## src/hdl/kfb_pkg.sv

```systemverilog
// shared types, widths, register codes and reset values of the kalman filter bank
package kfb_pkg;

    localparam int CHANNELS_DEF  = 16;
    localparam int CHAN_FIELD_W  = 4;
    localparam int CHAN_VALUES   = 2 ** CHAN_FIELD_W;
    localparam int DATA_W        = 32;
    localparam int PROD_W        = 2 * DATA_W;
    localparam int S_FIELDS_W    = CHAN_FIELD_W + DATA_W;
    localparam int S_TDATA_W     = ((S_FIELDS_W + 7) / 8) * 8;
    localparam int CFG_IDX_W     = 2;

    typedef enum logic [CFG_IDX_W-1:0] {
        CFG_PROCESS_NOISE = 2'd0,
        CFG_MEASURE_NOISE = 2'd1,
        CFG_RESTART_UNC   = 2'd2
    } cfg_idx_t;

    localparam logic [DATA_W-1:0] PROCESS_NOISE_RST = 32'd9247601;
    localparam logic [DATA_W-1:0] MEASURE_NOISE_RST = 32'd18790482;
    localparam logic [DATA_W-1:0] RESTART_UNC_RST   = 32'd2684355;

    // divider status seen by the sequencer
    typedef struct packed {
        logic busy;
        logic done;
    } div_stat_t;

endpackage

```

## src/hdl/kfb_div.sv

```systemverilog
// iterative restoring divider, one quotient bit a cycle, for the gain p*2^32/(p+r)
module kfb_div (
    input  logic                          aclk,
    input  logic                          aresetn,
    input  logic                          start,
    input  logic [kfb_pkg::DATA_W-1:0]    dividend,
    input  logic [kfb_pkg::DATA_W:0]      divisor,
    output logic [kfb_pkg::DATA_W-1:0]    quotient,
    output kfb_pkg::div_stat_t            stat
);
    import kfb_pkg::*;

    localparam int CNT_W = $clog2(DATA_W + 1);

    logic [DATA_W:0]     rem_reg;
    logic [DATA_W:0]     den_reg;
    logic [DATA_W-1:0]   quo_reg;
    logic [CNT_W-1:0]    cnt_reg;
    logic                busy_reg;
    logic                done_reg;

    logic [DATA_W+1:0]   trial;
    logic [DATA_W+1:0]   diff;
    logic                fits;

    // remainder stays below the divisor, so the shifted value needs one more bit
    assign trial = {rem_reg, 1'b0};
    assign diff  = trial - {1'b0, den_reg};
    assign fits  = !diff[DATA_W+1];

    always_ff @(posedge aclk) begin
        if (!aresetn) begin
            busy_reg <= 1'b0;
            done_reg <= 1'b0;
            cnt_reg  <= '0;
        end else begin
            done_reg <= 1'b0;
            if (start) begin
                rem_reg  <= {1'b0, dividend};
                den_reg  <= divisor;
                quo_reg  <= '0;
                cnt_reg  <= CNT_W'(DATA_W);
                busy_reg <= 1'b1;
            end else if (busy_reg) begin
                rem_reg <= fits ? diff[DATA_W:0] : trial[DATA_W:0];
                quo_reg <= {quo_reg[DATA_W-2:0], fits};
                cnt_reg <= cnt_reg - 1'b1;
                if (cnt_reg == CNT_W'(1)) begin
                    busy_reg <= 1'b0;
                    done_reg <= 1'b1;
                end
            end
        end
    end

    assign quotient  = quo_reg;
    assign stat.busy = busy_reg;
    assign stat.done = done_reg;

endmodule

```

## src/hdl/kfb_mul.sv

```systemverilog
// shared 32x32 unsigned multiplier with a registered product
module kfb_mul (
    input  logic                          aclk,
    input  logic [kfb_pkg::DATA_W-1:0]    op_a,
    input  logic [kfb_pkg::DATA_W-1:0]    op_b,
    output logic [kfb_pkg::PROD_W-1:0]    product
);
    import kfb_pkg::*;

    logic [PROD_W-1:0] prod_reg;

    always_ff @(posedge aclk) begin
        prod_reg <= PROD_W'(op_a) * PROD_W'(op_b);
    end

    assign product = prod_reg;

endmodule

```

## src/hdl/kalman_filter_bank_1d_unit.sv

```systemverilog
// top level of the kalman filter bank: sequencer, channel stores and configuration
//
//  port group  direction  fields (low bit first)
//  s_*         in         tdata: channel[3:0], measurement[35:4], zero pad; tuser: restart
//  m_*         out        tdata: estimate[31:0]
//  cfg_*       in         cfg_index: register number, cfg_data: register value
//
// a filter step runs through load and predict, the gain division in the divider loop,
// two passes through the shared multiplier, write-back and output load. a restart item
// goes straight from accept to output load.
// aresetn is synchronous, active low; the channel stores need no clearing pass.
// s_tready is low while an item is in work; a result waiting on m_tready holds
// the sequencer in its output state, and the next item is taken once it has loaded.
module kalman_filter_bank_1d_unit #(
    parameter int CHANNELS = kfb_pkg::CHANNELS_DEF
) (
    input  logic                            aclk,
    input  logic                            aresetn,
    input  logic                            s_tvalid,
    output logic                            s_tready,
    input  logic [kfb_pkg::S_TDATA_W-1:0]   s_tdata,   // channel, measurement, zero pad
    input  logic                            s_tuser,   // restart
    output logic                            m_tvalid,
    input  logic                            m_tready,
    output logic [kfb_pkg::DATA_W-1:0]      m_tdata,   // estimate
    input  logic                            cfg_valid,
    output logic                            cfg_ready,
    input  logic [kfb_pkg::CFG_IDX_W-1:0]   cfg_index,
    input  logic [kfb_pkg::DATA_W-1:0]      cfg_data
);
    import kfb_pkg::*;

    localparam int CH_W = (CHANNELS > 1) ? $clog2(CHANNELS) : 1;

    typedef enum logic [2:0] {
        ST_IDLE,
        ST_LOAD,
        ST_GAIN,
        ST_DIV,
        ST_MUL_CORR,
        ST_MUL_UNC,
        ST_WRITE,
        ST_OUT
    } state_t;

    state_t              state_reg;
    logic [DATA_W-1:0]   q_reg;
    logic [DATA_W-1:0]   r_reg;
    logic [DATA_W-1:0]   u0_reg;
    logic                pending_reg;
    logic [DATA_W-1:0]   restart_val_reg;
    logic [CHANNELS-1:0] fresh_reg;
    logic [CH_W-1:0]     ch_reg;
    logic [DATA_W-1:0]   z_reg;
    logic [DATA_W-1:0]   x_reg;
    logic [DATA_W-1:0]   p_reg;
    logic [DATA_W-1:0]   mag_reg;
    logic                neg_reg;
    logic [DATA_W-1:0]   k_reg;
    logic [DATA_W-1:0]   nx_reg;
    logic                m_tvalid_reg;
    logic [DATA_W-1:0]   m_tdata_reg;

    logic [DATA_W-1:0]   est_mem [CHANNELS];
    logic [DATA_W-1:0]   unc_mem [CHANNELS];
    logic [DATA_W-1:0]   est_rd_reg;
    logic [DATA_W-1:0]   unc_rd_reg;

    logic [CH_W-1:0]     wrap_tab [CHAN_VALUES];
    logic                in_accept;
    logic [CH_W-1:0]     in_ch;
    logic [DATA_W-1:0]   in_z;
    logic                ch_fresh;
    logic [DATA_W-1:0]   x_sel;
    logic [DATA_W-1:0]   p_sel;
    logic [DATA_W:0]     p_sum;
    logic [DATA_W-1:0]   p_pred;
    logic [DATA_W:0]     diff;
    logic [DATA_W:0]     diff_neg;
    logic [DATA_W:0]     den;
    logic                div_start;
    logic [DATA_W-1:0]   div_q;
    div_stat_t           div_stat;
    logic [DATA_W-1:0]   mul_a;
    logic [DATA_W-1:0]   mul_b;
    logic [PROD_W-1:0]   product;
    logic [DATA_W-1:0]   cmag;
    logic [DATA_W+1:0]   corr;
    logic [DATA_W+1:0]   nx_wide;
    logic [DATA_W-1:0]   nx_sat;
    logic [DATA_W-1:0]   np;
    logic                out_free;

    // channel number taken modulo the bank size
    for (genvar g = 0; g < CHAN_VALUES; g++) begin : g_wrap
        assign wrap_tab[g] = CH_W'(g % CHANNELS);
    end

    assign s_tready  = (state_reg == ST_IDLE);
    assign in_accept = s_tvalid && s_tready;
    assign in_ch     = wrap_tab[s_tdata[CHAN_FIELD_W-1:0]];
    assign in_z      = s_tdata[CHAN_FIELD_W +: DATA_W];
    assign cfg_ready = 1'b1;
    assign out_free  = !m_tvalid_reg || m_tready;

    // a channel untouched since the last restart starts from the restart values
    assign ch_fresh = fresh_reg[ch_reg];
    assign x_sel    = ch_fresh ? restart_val_reg : est_rd_reg;
    assign p_sel    = ch_fresh ? u0_reg : unc_rd_reg;
    assign p_sum    = {1'b0, p_sel} + {1'b0, q_reg};
    assign p_pred   = p_sum[DATA_W] ? '1 : p_sum[DATA_W-1:0];

    assign diff     = {z_reg[DATA_W-1], z_reg} - {x_reg[DATA_W-1], x_reg};
    assign diff_neg = -diff;
    assign den      = {1'b0, p_reg} + {1'b0, r_reg};
    assign div_start = (state_reg == ST_GAIN);

    kfb_div u_div (
        .aclk     (aclk),
        .aresetn  (aresetn),
        .start    (div_start),
        .dividend (p_reg),
        .divisor  (den),
        .quotient (div_q),
        .stat     (div_stat)
    );

    // first pass: |z-x|*k, second pass: (1-k)*p
    assign mul_a = (state_reg == ST_MUL_UNC) ? (~k_reg + 1'b1) : mag_reg;
    assign mul_b = (state_reg == ST_MUL_UNC) ? p_reg : k_reg;

    kfb_mul u_mul (
        .aclk    (aclk),
        .op_a    (mul_a),
        .op_b    (mul_b),
        .product (product)
    );

    assign cmag    = product[PROD_W-1:DATA_W];
    assign corr    = neg_reg ? -{2'b00, cmag} : {2'b00, cmag};
    assign nx_wide = {{2{x_reg[DATA_W-1]}}, x_reg} + corr;

    always_comb begin
        if (nx_wide[DATA_W+1:DATA_W-1] == 3'b000 || nx_wide[DATA_W+1:DATA_W-1] == 3'b111) begin
            nx_sat = nx_wide[DATA_W-1:0];
        end else if (nx_wide[DATA_W+1]) begin
            nx_sat = {1'b1, {(DATA_W-1){1'b0}}};
        end else begin
            nx_sat = {1'b0, {(DATA_W-1){1'b1}}};
        end
    end

    // a gain of zero leaves p as it is
    assign np = (k_reg == '0) ? p_reg : product[PROD_W-1:DATA_W];

    always_ff @(posedge aclk) begin
        if (state_reg == ST_WRITE) begin
            est_mem[ch_reg] <= nx_reg;
            unc_mem[ch_reg] <= np;
        end
        est_rd_reg <= est_mem[in_ch];
        unc_rd_reg <= unc_mem[in_ch];
    end

    always_ff @(posedge aclk) begin
        if (!aresetn) begin
            state_reg       <= ST_IDLE;
            q_reg           <= PROCESS_NOISE_RST;
            r_reg           <= MEASURE_NOISE_RST;
            u0_reg          <= RESTART_UNC_RST;
            pending_reg     <= 1'b1;
            restart_val_reg <= '0;
            fresh_reg       <= '1;
            m_tvalid_reg    <= 1'b0;
        end else begin
            if (cfg_valid && cfg_ready) begin
                case (cfg_index)
                    CFG_PROCESS_NOISE: q_reg  <= cfg_data;
                    CFG_MEASURE_NOISE: r_reg  <= cfg_data;
                    CFG_RESTART_UNC:   u0_reg <= cfg_data;
                    default: ;
                endcase
            end

            // in the output state the register is refilled there instead
            if (m_tvalid_reg && m_tready && state_reg != ST_OUT) begin
                m_tvalid_reg <= 1'b0;
            end

            unique case (state_reg)
                ST_IDLE: begin
                    if (in_accept) begin
                        ch_reg <= in_ch;
                        z_reg  <= in_z;
                        if (s_tuser || pending_reg) begin
                            pending_reg     <= 1'b0;
                            restart_val_reg <= in_z;
                            fresh_reg       <= '1;
                            nx_reg          <= in_z;
                            state_reg       <= ST_OUT;
                        end else begin
                            state_reg <= ST_LOAD;
                        end
                    end
                end
                ST_LOAD: begin
                    x_reg             <= x_sel;
                    p_reg             <= p_pred;
                    fresh_reg[ch_reg] <= 1'b0;
                    state_reg         <= ST_GAIN;
                end
                ST_GAIN: begin
                    mag_reg   <= diff[DATA_W] ? diff_neg[DATA_W-1:0] : diff[DATA_W-1:0];
                    neg_reg   <= diff[DATA_W];
                    state_reg <= ST_DIV;
                end
                ST_DIV: begin
                    if (div_stat.done) begin
                        // no measurement noise: gain just below one, or zero when p is zero
                        if (r_reg == '0) begin
                            k_reg <= (p_reg != '0) ? '1 : '0;
                        end else begin
                            k_reg <= div_q;
                        end
                        state_reg <= ST_MUL_CORR;
                    end
                end
                ST_MUL_CORR: begin
                    state_reg <= ST_MUL_UNC;
                end
                ST_MUL_UNC: begin
                    nx_reg    <= nx_sat;
                    state_reg <= ST_WRITE;
                end
                ST_WRITE: begin
                    state_reg <= ST_OUT;
                end
                ST_OUT: begin
                    if (out_free) begin
                        m_tvalid_reg <= 1'b1;
                        m_tdata_reg  <= nx_reg;
                        state_reg    <= ST_IDLE;
                    end
                end
                default: state_reg <= ST_IDLE;
            endcase
        end
    end

    assign m_tvalid = m_tvalid_reg;
    assign m_tdata  = m_tdata_reg;

`ifndef NO_ASSERTIONS
    a_restart_clears_pending: assert property (@(posedge aclk) disable iff (!aresetn)
        (s_tvalid && s_tready) |=> !pending_reg)
        else $error("restart still pending after an item was taken");

    a_busy_after_accept: assert property (@(posedge aclk) disable iff (!aresetn)
        (s_tvalid && s_tready) |=> !s_tready)
        else $error("input taken while the previous item is in work");

    a_div_start_idle: assert property (@(posedge aclk) disable iff (!aresetn)
        div_start |-> !div_stat.busy)
        else $error("divider started while busy");

    a_div_done_in_wait: assert property (@(posedge aclk) disable iff (!aresetn)
        div_stat.done |-> (state_reg == ST_DIV))
        else $error("divider finished outside the gain wait");
`endif

endmodule

```

## config.mk

```make
export PLATFORM = sky130hd
export DESIGN_NAME = kalman_filter_bank_1d_unit
export DESIGN_NICKNAME = d
export VERILOG_FILES = /design/src/hdl/kfb_pkg.sv /design/src/hdl/kfb_div.sv /design/src/hdl/kfb_mul.sv /design/src/hdl/kalman_filter_bank_1d_unit.sv
export SDC_FILE = /design/constraint.sdc
export NUM_CORES = 2
export LEC_CHECK = 0
export BUFFER_PORTS_ARGS = -buffer_cell sky130_fd_sc_hd__clkbuf_2
export CAP_MARGIN = 10
export CORE_MARGIN = 2
export CORE_UTILIZATION = 45
export CTS_BUF_LIST = sky130_fd_sc_hd__clkbuf_8
export DETAILED_ROUTE_END_ITERATION = 12
export PLACE_DENSITY = 0.68
export SLEW_MARGIN = 0
export SYNTH_ARGS = -nofsm -noshare
export SYNTH_HDL_FRONTEND = slang
export SYNTH_HIERARCHICAL = 1
export SYNTH_SLANG_ARGS = --single-unit
```

## constraint.sdc

```tcl
create_clock -name aclk -period 24.1 [get_ports aclk]
set_input_delay 7.23 -clock aclk [delete_from_list [all_inputs] [get_ports aclk]]
set_output_delay 7.23 -clock aclk [all_outputs]
set_load 0.02 [all_outputs]
```

==> results.json <==
{
  "grt_usage_pct": 23.5,
  "drive_above_1_share_pct": 13.0,
  "biggestRegsByFlops": "est_mem (512), unc_mem (512)",
  "dr_total_vias": 65500,
  "start_util_pct": 45.3,
  "clock_skew_ps": 66.0,
  "wire_per_inst_um": 23.4,
  "worst_pin_slew_ps": 1150,
  "cts-resized-gates": 0,
  "cts_sinks": 1604,
  "coreArea_um2": 228000,
  "finalWirelength_um": 272000,
  "fmax_mhz": 90.7,
  "cap_viol_max_count": 0,
  "antenna_found_initial": 23,
  "maxUsedRoutingLayer": "met5",
  "place_congestion": 0.932,
  "layout_common_cells": "edfxtp_1, nand2_1, inv_1",
  "viasPerCell": 5.65,
  "slew-limit-headroom_pct": 22.9,
  "cpMaxStageDelayCell": "a311oi_1",
  "min_period_over_period_pct": 45.7,
  "cts_buffers": 220,
  "start_kind": "flip-flop",
  "synth_cells": 8384,
  "hp-class": "flip-flop to flip-flop",
  "grt-ovfl-total": 0,
  "finalNetCount": 9806,
  "period_needed_ps": 11020,
  "die_area_um2": 233000,
  "ctsHoldBuffers": 0,
  "worstPathRequired_ps": 24990,
  "slowest_delay_ps": 730,
  "cp_max_fo": 32,
  "post_synth.cell_area_avg_um2": 12.3,
  "end_kind": "flip-flop",
  "grt_pass1_wl_um": 417000,
  "finalMaxSlewViolations": 0,
  "post_cts_buffers": 0,
  "die_h_um": 483,
  "critical_path_class": "flip-flop to flip-flop",
  "status": "finished, final reports clean",
  "rsz0062_at_grt": "false",
  "io_buffer_count": 109,
  "path_clk_slew_ps": 70,
  "yosys_warnings": 6,
  "drc_errors": 0,
  "critPathArrivalTime_ps": 11910,
  "route.met3.wl_um": 18600,
  "cts_root_buffer": "clkbuf_8",
  "tns_ps": 0,
  "dr.pass1.iters": 6,
  "die-width_um": 483,
  "wl_met2_um": 132000,
  "drtIter0Drc": 5946,
  "met1_length_um": 110000,
  "clock_latency_ps": 990,
  "setup_viol": 0,
  "crit_path_frequent_cell": "fa_1",
  "area_growth_syn_to_layout_pct": 8.44,
  "hold_viol": 0,
  "netlist_area_um2": 103000,
  "io-pin-count": 115,
  "final_antenna_net_count": 0,
  "core.rowCount": 175,
  "grt_max_degree": 159,
  "synth_nets": 9795,
  "cts.path.max_buffers": 3,
  "place_hpwl_um": 183000,
  "htreeDepth": 4,
  "final_common_cell": "edfxtp_1",
  "grt_pass1_vias": 69000,
  "cts_tree": "done"
}
==> cell type report <==
class	instances	area [um2]
antenna	10	25.0
multi-input combinational	5345	52600
tap	3009	3760
inverter	989	3710
sequential	1604	45600
timing repair buffer	235	1570
clock buffer	249	3430
clock inverter	165	1170
fill	19600	116000
==> critical path, delay by kind of cell (launching register included) <==
| kind | cells | cell delay (ps) |
|---|---|---|
| AND/OR/NAND/NOR | 11 | 2560 |
| flip-flops | 1 | 500 |
| buffers and inverters | 4 | 590 |
| AO/OA/AOI/OAI | 8 | 2580 |
| XOR/XNOR | 2 | 280 |
| adder cells (fa/ha/maj) | 9 | 4430 |
==> through the flow <==
stage / cells / setup WS, ps / area (um2) / hold slack [ps] / util [%]
finish: 11600 / 13080 / 112000 / 451 / 49.1
global route: 11600 / 12580 / 112000 / 485 / 49.1
CTS: 11600 / 13150 / 112000 / 447 / 49.1
detailed placement: 11200 / 12820 / 107000 / 436 / 47.1
global placement: 11200 / 12840 / 107000 / 432 / 47.1
floorplan: 8384 / 11070 / 103000 / 422 / -
==> per-layer routing <==
metal	up-vias	global-route usage, %
met5	-	0
met4	18	9.56
met3	534	3.30
met2	2534	38.9
met1	33700	31.3
li1	28700	-
==> path summary, 6_finish.rpt <==
check	from	endpoint	slack [ps]	depth (start not counted)
max	k_reg[6]$_DFFE_PP_	u_mul/product[61]$_DFF_P_	13080	34
min	pending_reg$_SDFFE_PN1P_	pending_reg$_SDFFE_PN1P_	450	2
max reg2reg	k_reg[6]$_DFFE_PP_	u_mul/product[61]$_DFF_P_	13080	34
min reg2reg	pending_reg$_SDFFE_PN1P_	pending_reg$_SDFFE_PN1P_	450	2
Power is not shown: default switching activity piles up to over one toggle a cycle in this logic, so the estimate is an artifact.
